**config.mk**
```make
export PLATFORM = sky130hd
export DESIGN_NAME = imu_angle_frame_parser
export DESIGN_NICKNAME = d
export VERILOG_FILES = /design/src/imuafp_pkg.sv /design/src/imu_angle_frame_parser.sv
export VERILOG_INCLUDE_DIRS = /design/src /design/src/src
export SDC_FILE = /design/constraint.sdc
export NUM_CORES = 1
export LEC_CHECK = 0
export ABC_CLOCK_PERIOD_IN_PS = 26000
export BUFFER_PORTS_ARGS = -buffer_cell sky130_fd_sc_hd__clkbuf_2
export CORE_ASPECT_RATIO = 0.5
export CORE_UTILIZATION = 49
export CTS_CLUSTER_SIZE = 8
export DETAILED_ROUTE_END_ITERATION = 7
export PLACE_DENSITY = 0.66
export SLEW_MARGIN = 20
export SYNTH_ARGS = -nofsm -noshare
export SYNTH_HDL_FRONTEND = slang
export SYNTH_SLANG_ARGS = --single-unit
```
**constraint.sdc**
```tcl
create_clock -name aclk -period 26 [get_ports aclk]
set_input_delay 6.5 -clock aclk [delete_from_list [all_inputs] [get_ports aclk]]
set_output_delay 6.5 -clock aclk [all_outputs]
set_load 0.02 [all_outputs]
```
**src/imu_angle_frame_parser_macros.svh**
```systemverilog
// Assertion helpers for the angle frame parser.
`ifndef IMU_ANGLE_FRAME_PARSER_MACROS_SVH
`define IMU_ANGLE_FRAME_PARSER_MACROS_SVH

// Same-cycle implication, off while reset is low.
`define IAFP_ASSERT_NOW(label, clk, rst_n, ante, cons) \
    label: assert property (@(posedge clk) disable iff (!rst_n) (ante) |-> (cons)) \
        else $error("%m: same-cycle check failed");

// Next-cycle implication, off while reset is low.
`define IAFP_ASSERT_NEXT(label, clk, rst_n, ante, cons) \
    label: assert property (@(posedge clk) disable iff (!rst_n) (ante) |=> (cons)) \
        else $error("%m: next-cycle check failed");

`endif

```
**src/imuafp_pkg.sv**
```systemverilog
`default_nettype none

package imuafp_pkg;

    // Configuration register indexes
    localparam int unsigned CfgIdxW = 1;
    localparam logic [CfgIdxW-1:0] CFG_SYNC_BYTE   = 1'b0;
    localparam logic [CfgIdxW-1:0] CFG_PACKET_TYPE = 1'b1;

    localparam logic [7:0] SyncByteReset   = 8'h55;
    localparam logic [7:0] PacketTypeReset = 8'h53;

    // Frame layout: two header bytes, eight payload bytes, one checksum byte
    localparam logic [3:0] FirstBodyIdx = 4'd2;
    localparam logic [3:0] ChecksumIdx  = 4'd10;
    localparam int unsigned BodyBytes   = 8;
    localparam int unsigned BodyIdxW    = 3;

    // Angle: floor(raw * 18000 / 2^15)
    localparam logic signed [31:0] AngleScale = 32'sd18000;

    // Temperature: floor((raw*5 + 163880) / 17) - 9640 + 3653
    localparam logic signed [19:0] TempBias   = 20'sd163880;
    localparam logic [38:0]        TempRecip  = 39'd986896;  // ceil(2^24 / 17)
    localparam int unsigned        TempShift  = 24;
    localparam logic [14:0]        TempOffset = 15'd5987;

    typedef enum logic [2:0] {
        ST_HUNT = 3'b001,
        ST_TYPE = 3'b010,
        ST_BODY = 3'b100
    } parse_state_t;

    function automatic logic signed [15:0] angle_to_centideg(input logic signed [15:0] raw);
        logic signed [31:0] prod;
        prod = 32'(raw) * AngleScale;
        return prod[30:15];
    endfunction

    function automatic logic [14:0] temp_to_centicelsius(input logic signed [15:0] raw);
        logic signed [19:0] raw_ext;
        logic signed [19:0] raw5;
        logic signed [19:0] biased;
        logic [18:0]        num;
        logic [38:0]        prod;
        logic [14:0]        quot;
        raw_ext = 20'(raw);
        raw5    = (raw_ext <<< 2) + raw_ext;
        biased  = raw5 + TempBias;
        num     = biased[18:0];
        prod    = 39'(num) * TempRecip;
        quot    = prod[TempShift+14:TempShift];
        return quot - TempOffset;
    endfunction

endpackage

`default_nettype wire

```
**src/imu_angle_frame_parser.sv**
```systemverilog
`default_nettype none
// Channel  | Ports                                           | Direction
// s_       | s_valid, s_ready, s_rx_byte                     | byte in
// m_       | m_valid, m_ready, m_roll/pitch/yaw_centideg,    | angle result out
//          | m_temp_centicelsius                             |
// cfg_     | cfg_valid, cfg_ready, cfg_index, cfg_data       | register write in
//
// One byte is taken per cycle while s_ready is high; the parser adds no wait states of its own.
// A good checksum byte puts the result in the output register on the edge that
// takes it; the angle and temperature multipliers sit between the frame byte
// registers and the output register, which sets the path length.
// Reset (aresetn low, synchronous) restarts the hunt, clears the output valid flag
// and restores the sync and packet type registers.
// s_ready drops only while a result waits and m_ready is low.

`include "imu_angle_frame_parser_macros.svh"

module imu_angle_frame_parser
    import imuafp_pkg::*;
(
    input  wire logic                aclk,
    input  wire logic                aresetn,

    input  wire logic                s_valid,
    output logic                     s_ready,
    input  wire logic [7:0]          s_rx_byte,

    output logic                     m_valid,
    input  wire logic                m_ready,
    output logic signed [15:0]       m_roll_centideg,
    output logic signed [15:0]       m_pitch_centideg,
    output logic signed [15:0]       m_yaw_centideg,
    output logic signed [14:0]       m_temp_centicelsius,

    input  wire logic                cfg_valid,
    output logic                     cfg_ready,
    input  wire logic [CfgIdxW-1:0]  cfg_index,
    input  wire logic [7:0]          cfg_data
);

    // Configuration registers
    logic [7:0] sync_byte_reg;
    logic [7:0] packet_type_reg;

    // Parser state
    parse_state_t state_reg, state_next;
    logic [3:0]   count_reg, count_next;
    logic [7:0]   sum_reg, sum_next;
    logic [7:0]   body_reg [BodyBytes];
    logic         body_we;
    logic [BodyIdxW-1:0] body_idx;

    // Output register
    logic               m_valid_reg, m_valid_next;
    logic signed [15:0] roll_reg, pitch_reg, yaw_reg;
    logic signed [14:0] temp_reg;

    logic in_fire;
    logic load_result;
    logic last_byte;

    logic signed [15:0] raw_x, raw_y, raw_z, raw_t;

    // Configuration writes are always taken.
    assign cfg_ready = 1'b1;

    always_ff @(posedge aclk) begin
        if (!aresetn) begin
            sync_byte_reg   <= SyncByteReset;
            packet_type_reg <= PacketTypeReset;
        end else if (cfg_valid && cfg_ready) begin
            unique case (cfg_index)
                CFG_SYNC_BYTE:   sync_byte_reg   <= cfg_data;
                CFG_PACKET_TYPE: packet_type_reg <= cfg_data;
            endcase
        end
    end

    // Stall input only while a finished result is still waiting downstream.
    assign s_ready = !m_valid_reg || m_ready;
    assign in_fire = s_valid && s_ready;

    assign last_byte = (state_reg == ST_BODY) && (count_reg == ChecksumIdx);
    assign body_idx  = BodyIdxW'(count_reg - FirstBodyIdx);

    // Hunt for sync, then type, then collect the body with a running sum.
    always_comb begin
        state_next  = state_reg;
        count_next  = count_reg;
        sum_next    = sum_reg;
        body_we     = 1'b0;
        load_result = 1'b0;
        if (in_fire) begin
            unique case (state_reg)
                ST_HUNT: begin
                    if (s_rx_byte == sync_byte_reg) begin
                        state_next = ST_TYPE;
                        sum_next   = s_rx_byte;
                    end
                end
                ST_TYPE: begin
                    // A mismatching byte restarts the hunt; it is never taken as sync.
                    if (s_rx_byte == packet_type_reg) begin
                        state_next = ST_BODY;
                        sum_next   = sum_reg + s_rx_byte;
                        count_next = FirstBodyIdx;
                    end else begin
                        state_next = ST_HUNT;
                    end
                end
                ST_BODY: begin
                    if (count_reg == ChecksumIdx) begin
                        // Drop the frame silently on a checksum mismatch.
                        state_next  = ST_HUNT;
                        count_next  = 4'd0;
                        load_result = (sum_reg == s_rx_byte);
                    end else begin
                        body_we    = 1'b1;
                        sum_next   = sum_reg + s_rx_byte;
                        count_next = count_reg + 4'd1;
                    end
                end
                default: begin
                    state_next = ST_HUNT;
                    count_next = 4'd0;
                end
            endcase
        end
    end

    always_ff @(posedge aclk) begin
        if (!aresetn) begin
            state_reg <= ST_HUNT;
            count_reg <= 4'd0;
            sum_reg   <= 8'd0;
        end else begin
            state_reg <= state_next;
            count_reg <= count_next;
            sum_reg   <= sum_next;
        end
    end

    // Hold payload bytes 2..9; no reset needed.
    always_ff @(posedge aclk) begin
        if (body_we) begin
            body_reg[body_idx] <= s_rx_byte;
        end
    end

    // Little-endian words
    assign raw_x = {body_reg[1], body_reg[0]};
    assign raw_y = {body_reg[3], body_reg[2]};
    assign raw_z = {body_reg[5], body_reg[4]};
    assign raw_t = {body_reg[7], body_reg[6]};

    always_comb begin
        m_valid_next = m_valid_reg;
        if (load_result) begin
            m_valid_next = 1'b1;
        end else if (m_ready) begin
            m_valid_next = 1'b0;
        end
    end

    always_ff @(posedge aclk) begin
        if (!aresetn) begin
            m_valid_reg <= 1'b0;
        end else begin
            m_valid_reg <= m_valid_next;
        end
    end

    // Convert and load the result on the edge that takes a good checksum byte.
    always_ff @(posedge aclk) begin
        if (load_result) begin
            roll_reg  <= angle_to_centideg(raw_x);
            pitch_reg <= angle_to_centideg(raw_y);
            yaw_reg   <= angle_to_centideg(raw_z);
            temp_reg  <= temp_to_centicelsius(raw_t);
        end
    end

    assign m_valid             = m_valid_reg;
    assign m_roll_centideg     = roll_reg;
    assign m_pitch_centideg    = pitch_reg;
    assign m_yaw_centideg      = yaw_reg;
    assign m_temp_centicelsius = temp_reg;

    // Body byte counter stays inside the payload and checksum span.
    `IAFP_ASSERT_NOW(a_body_count_range, aclk, aresetn,
        state_reg == ST_BODY, count_reg >= FirstBodyIdx && count_reg <= ChecksumIdx)
    // A taken checksum byte always returns the parser to the hunt.
    `IAFP_ASSERT_NEXT(a_last_byte_rehunt, aclk, aresetn,
        in_fire && last_byte, state_reg == ST_HUNT && count_reg == 4'd0)
    // A good frame always shows up as a result on the next cycle.
    `IAFP_ASSERT_NEXT(a_result_loaded, aclk, aresetn, load_result, m_valid_reg)
    // Results appear only from a good checksum byte.
    `IAFP_ASSERT_NEXT(a_no_spurious_result, aclk, aresetn,
        !load_result && !(m_valid_reg && !m_ready), !m_valid_reg)

endmodule

`default_nettype wire
```
==> qor.csv <==
metric;value;unit
GP Congestion;0.848;
post-route cell area;20800;um^2
Slew headroom;0.275;
CP Cell Sequence;clkbuf_2 -> nand2b_1 -> clkbuf_2;
Yosys cell types;82;
antenna-violating nets left;0;
Longest Clk Path Bufs;2;
TritonCTS clock tree;yes;
final hold violations;0;
row cnt;50;
Avg WL per Cell;14.4;um
Layout area overhead;8.56;%
final setup fails;0;
WHS;0.468;ns
mean post-synth cell area;10.6;um^2
Die Ht;142;um
Seq/Total Area, Yosys;0.232;
synthesized flop and latch total;159;
CP most frequent cell;clkbuf_2;
Reg clk slew, reported paths;0.07;ns
Layout Skew;0.0160;ns
initial antenna violation count;0;
antenna fix cells;0;
# IOs;88;
clock sinks;159;
Max FO, Critical Path;4;
CP peak stage delay;0.18;ns
Req. time, crit path;19.50;ns
slew at the pin closest to its max-slew limit;1.09;ns
starting density of the core;0.506;
mapped cell area;19200;um^2
Fill cells;3316;
Post-synth EDFFs;127;
Final period util;0.517;
Async S/R FF share, synth;0;
max cap viols;0;
RSZ-0062 raised after global routing;no;
HPWL Detailed;28100;um
Setup Fix Bufs, Post-CTS;0;
Fmax achieved;74.4;MHz
largest net degree at the start of global routing;33;
worst vdd ir;0.0497;mV
crit path time final;13.43;ns
Arr. time, crit path;6.93;ns
CTS Hold Bufs;0;
CP max-delay cell;nand2b_1;
worst skew pair latency;0.46;ns
syn nets;2414;
Iteration-0 DRC Markers;471;
share of layout cells above drive strength 1;0.0851;
LEAKAGE;0.0103;uW
Yosys warnings;0;
Hold Path Depth;2;
post-cts sizing count;0;
final non-filler cell total;2436;
total grt overflow;0;
min-delay worst type;flop to flop;
total global-route track usage;0.193;
CP Capture Type;output port;
dpl cells;2404;
final wirelength;35200;um
total CTS buffers;17;
max-slew violations;0;
core area;38000;um^2
max reg flops;64;
die footprint;40000;um^2
R2R cell count;40;
Die Span X;282;um
Pre-antenna DRT Iters;7;
DR vias/cell;5.05;
ys flop type;edfxtp_1;
placed cell area;20300;um^2
htree depth;4;
global-route wire length before repair;61600;um
TNS Setup;0;ns
drt drc;0;
register area;4450;um^2
Power Density;26.2;nW/um^2
critical path class;input port to output port;
PortBufs;86;
multi-input logic area;13400;um^2
status;complete, no violations;
vias in the first global route;12805;
Vias;12308;
root buf cell;clkbuf_16;
final-stage net count;2511;
critical path launch point type;input port;
Cells after Synth;1806;
[per-stage QoR]
step,setup WS (ns),util,total power [uW]
CTS,12.58,0.549,551
floorplan,12.18,-,289
finish,12.57,0.549,546
global route,12.54,0.549,562
global placement,12.58,0.534,295
detailed placement,12.58,0.534,296
[cell families (layout without fill, tap and decap cells)]
family,count (synthesis),count (layout),share of synthesized area
compound gates,228,228,0.0818
xor+xnor,166,166,0.0757
fa+ha+maj,589,589,0.452
buf+inv,361,471,0.0713
flops,159,159,0.232
mux,33,33,0.0180
other cells,1,1,0.000195
simple gates,269,269,0.0687
[final timing paths]
check | slack [ns] | start | endpoint
worst min register to register | 0.47 | packet_type_reg[2] | packet_type_reg[2]
worst max register to register | 15.44 | body_reg[6][1] | m_temp_centicelsius[14]
worst max-delay path | 12.57 | m_ready | s_ready
worst min-delay path | 0.47 | packet_type_reg[2] | packet_type_reg[2]
[power breakdown]
group	internal, uW	switching, uW	total, uW
Combinational	4.96	10.0	15.0
Clock	134	122	256
Sequential	274	1.06	275
[worst max-delay path: cells and delay by family]
| family | cells | cell delay, ns |
|---|---|---|
| AND/OR/NAND/NOR | 1 | 0.18 |
| buffers and inverters | 2 | 0.25 |
[placed cells by master (no fill, tap or decap), drive strengths merged, types with 4 or more instances in the layout]
| cell | instances |
|---|---|
| nor3 | 28 |
| edfxtp | 127 |
| buf | 9 |
| dfxtp | 32 |
| fa | 176 |
| and4 | 6 |
| a21o | 30 |
| o311ai | 4 |
| o21ai | 35 |
| mux2i | 20 |
| nand2b | 12 |
| a311oi | 6 |
| nor2b | 9 |
| nor4 | 6 |
| mux2 | 13 |
| o21bai | 14 |
| nand2 | 81 |
| o21a | 11 |
| nor2 | 57 |
| and3 | 8 |
| nand4 | 7 |
| ha | 410 |
| clkbuf | 105 |
| a21oi | 74 |
| or3 | 13 |
| xor2 | 74 |
| clkinv | 4 |
| and2 | 7 |
| nand3 | 22 |
| xnor2 | 92 |
| inv | 349 |
| a21boi | 6 |
| a211oi | 15 |
[cells in the mapped netlist (5+ instances only)]
library cell,n,share of area
o21ai_0,31,0.0081
fa_1,176,0.18
nor2_1,57,0.011
xor2_1,74,0.034
o21bai_1,14,0.0055
and4_1,5,0.0023
nor2b_1,9,0.0029
nor3_1,28,0.0073
nand2b_1,12,0.0039
clkbuf_1,13,0.0025
o21a_1,11,0.0043
inv_1,344,0.067
nand3_1,22,0.0057
edfxtp_1,127,0.20
mux2_2,13,0.0076
and2_1,7,0.0023
nor4_1,6,0.0020
and3_1,8,0.0026
nand4_1,7,0.0023
a211oi_1,14,0.0055
nand2_1,81,0.016
mux2i_1,20,0.010
ha_1,410,0.27
or3_1,12,0.0039
a21oi_1,74,0.019
xnor2_1,92,0.042
a21o_1,28,0.011
dfxtp_1,32,0.033
[layer usage]
| layer | vias up | wire (um) | GRT usage |
|---|---|---|---|
| li1 | 6287 | - | - |
| met1 | 5896 | 18000 | 0.267 |
| met2 | 104 | 16000 | 0.320 |
| met3 | 21 | 865 | 0.0315 |
| met4 | 0 | 352 | 0.0389 |
| met5 | - | 0 | 0 |
[final cells by class]
| class | count | share of cell area |
|---|---|---|
| sequential | 159 | 0.214 |
| clock buffer | 19 | 0.0208 |
| multi-input combinational | 1286 | 0.642 |
| timing repair buffer | 95 | 0.0239 |
| inverter | 344 | 0.0619 |
| tap | 520 | 0.0312 |
| clock inverter | 13 | 0.00624 |
Note: power is estimated with default switching activity, not from simulation.
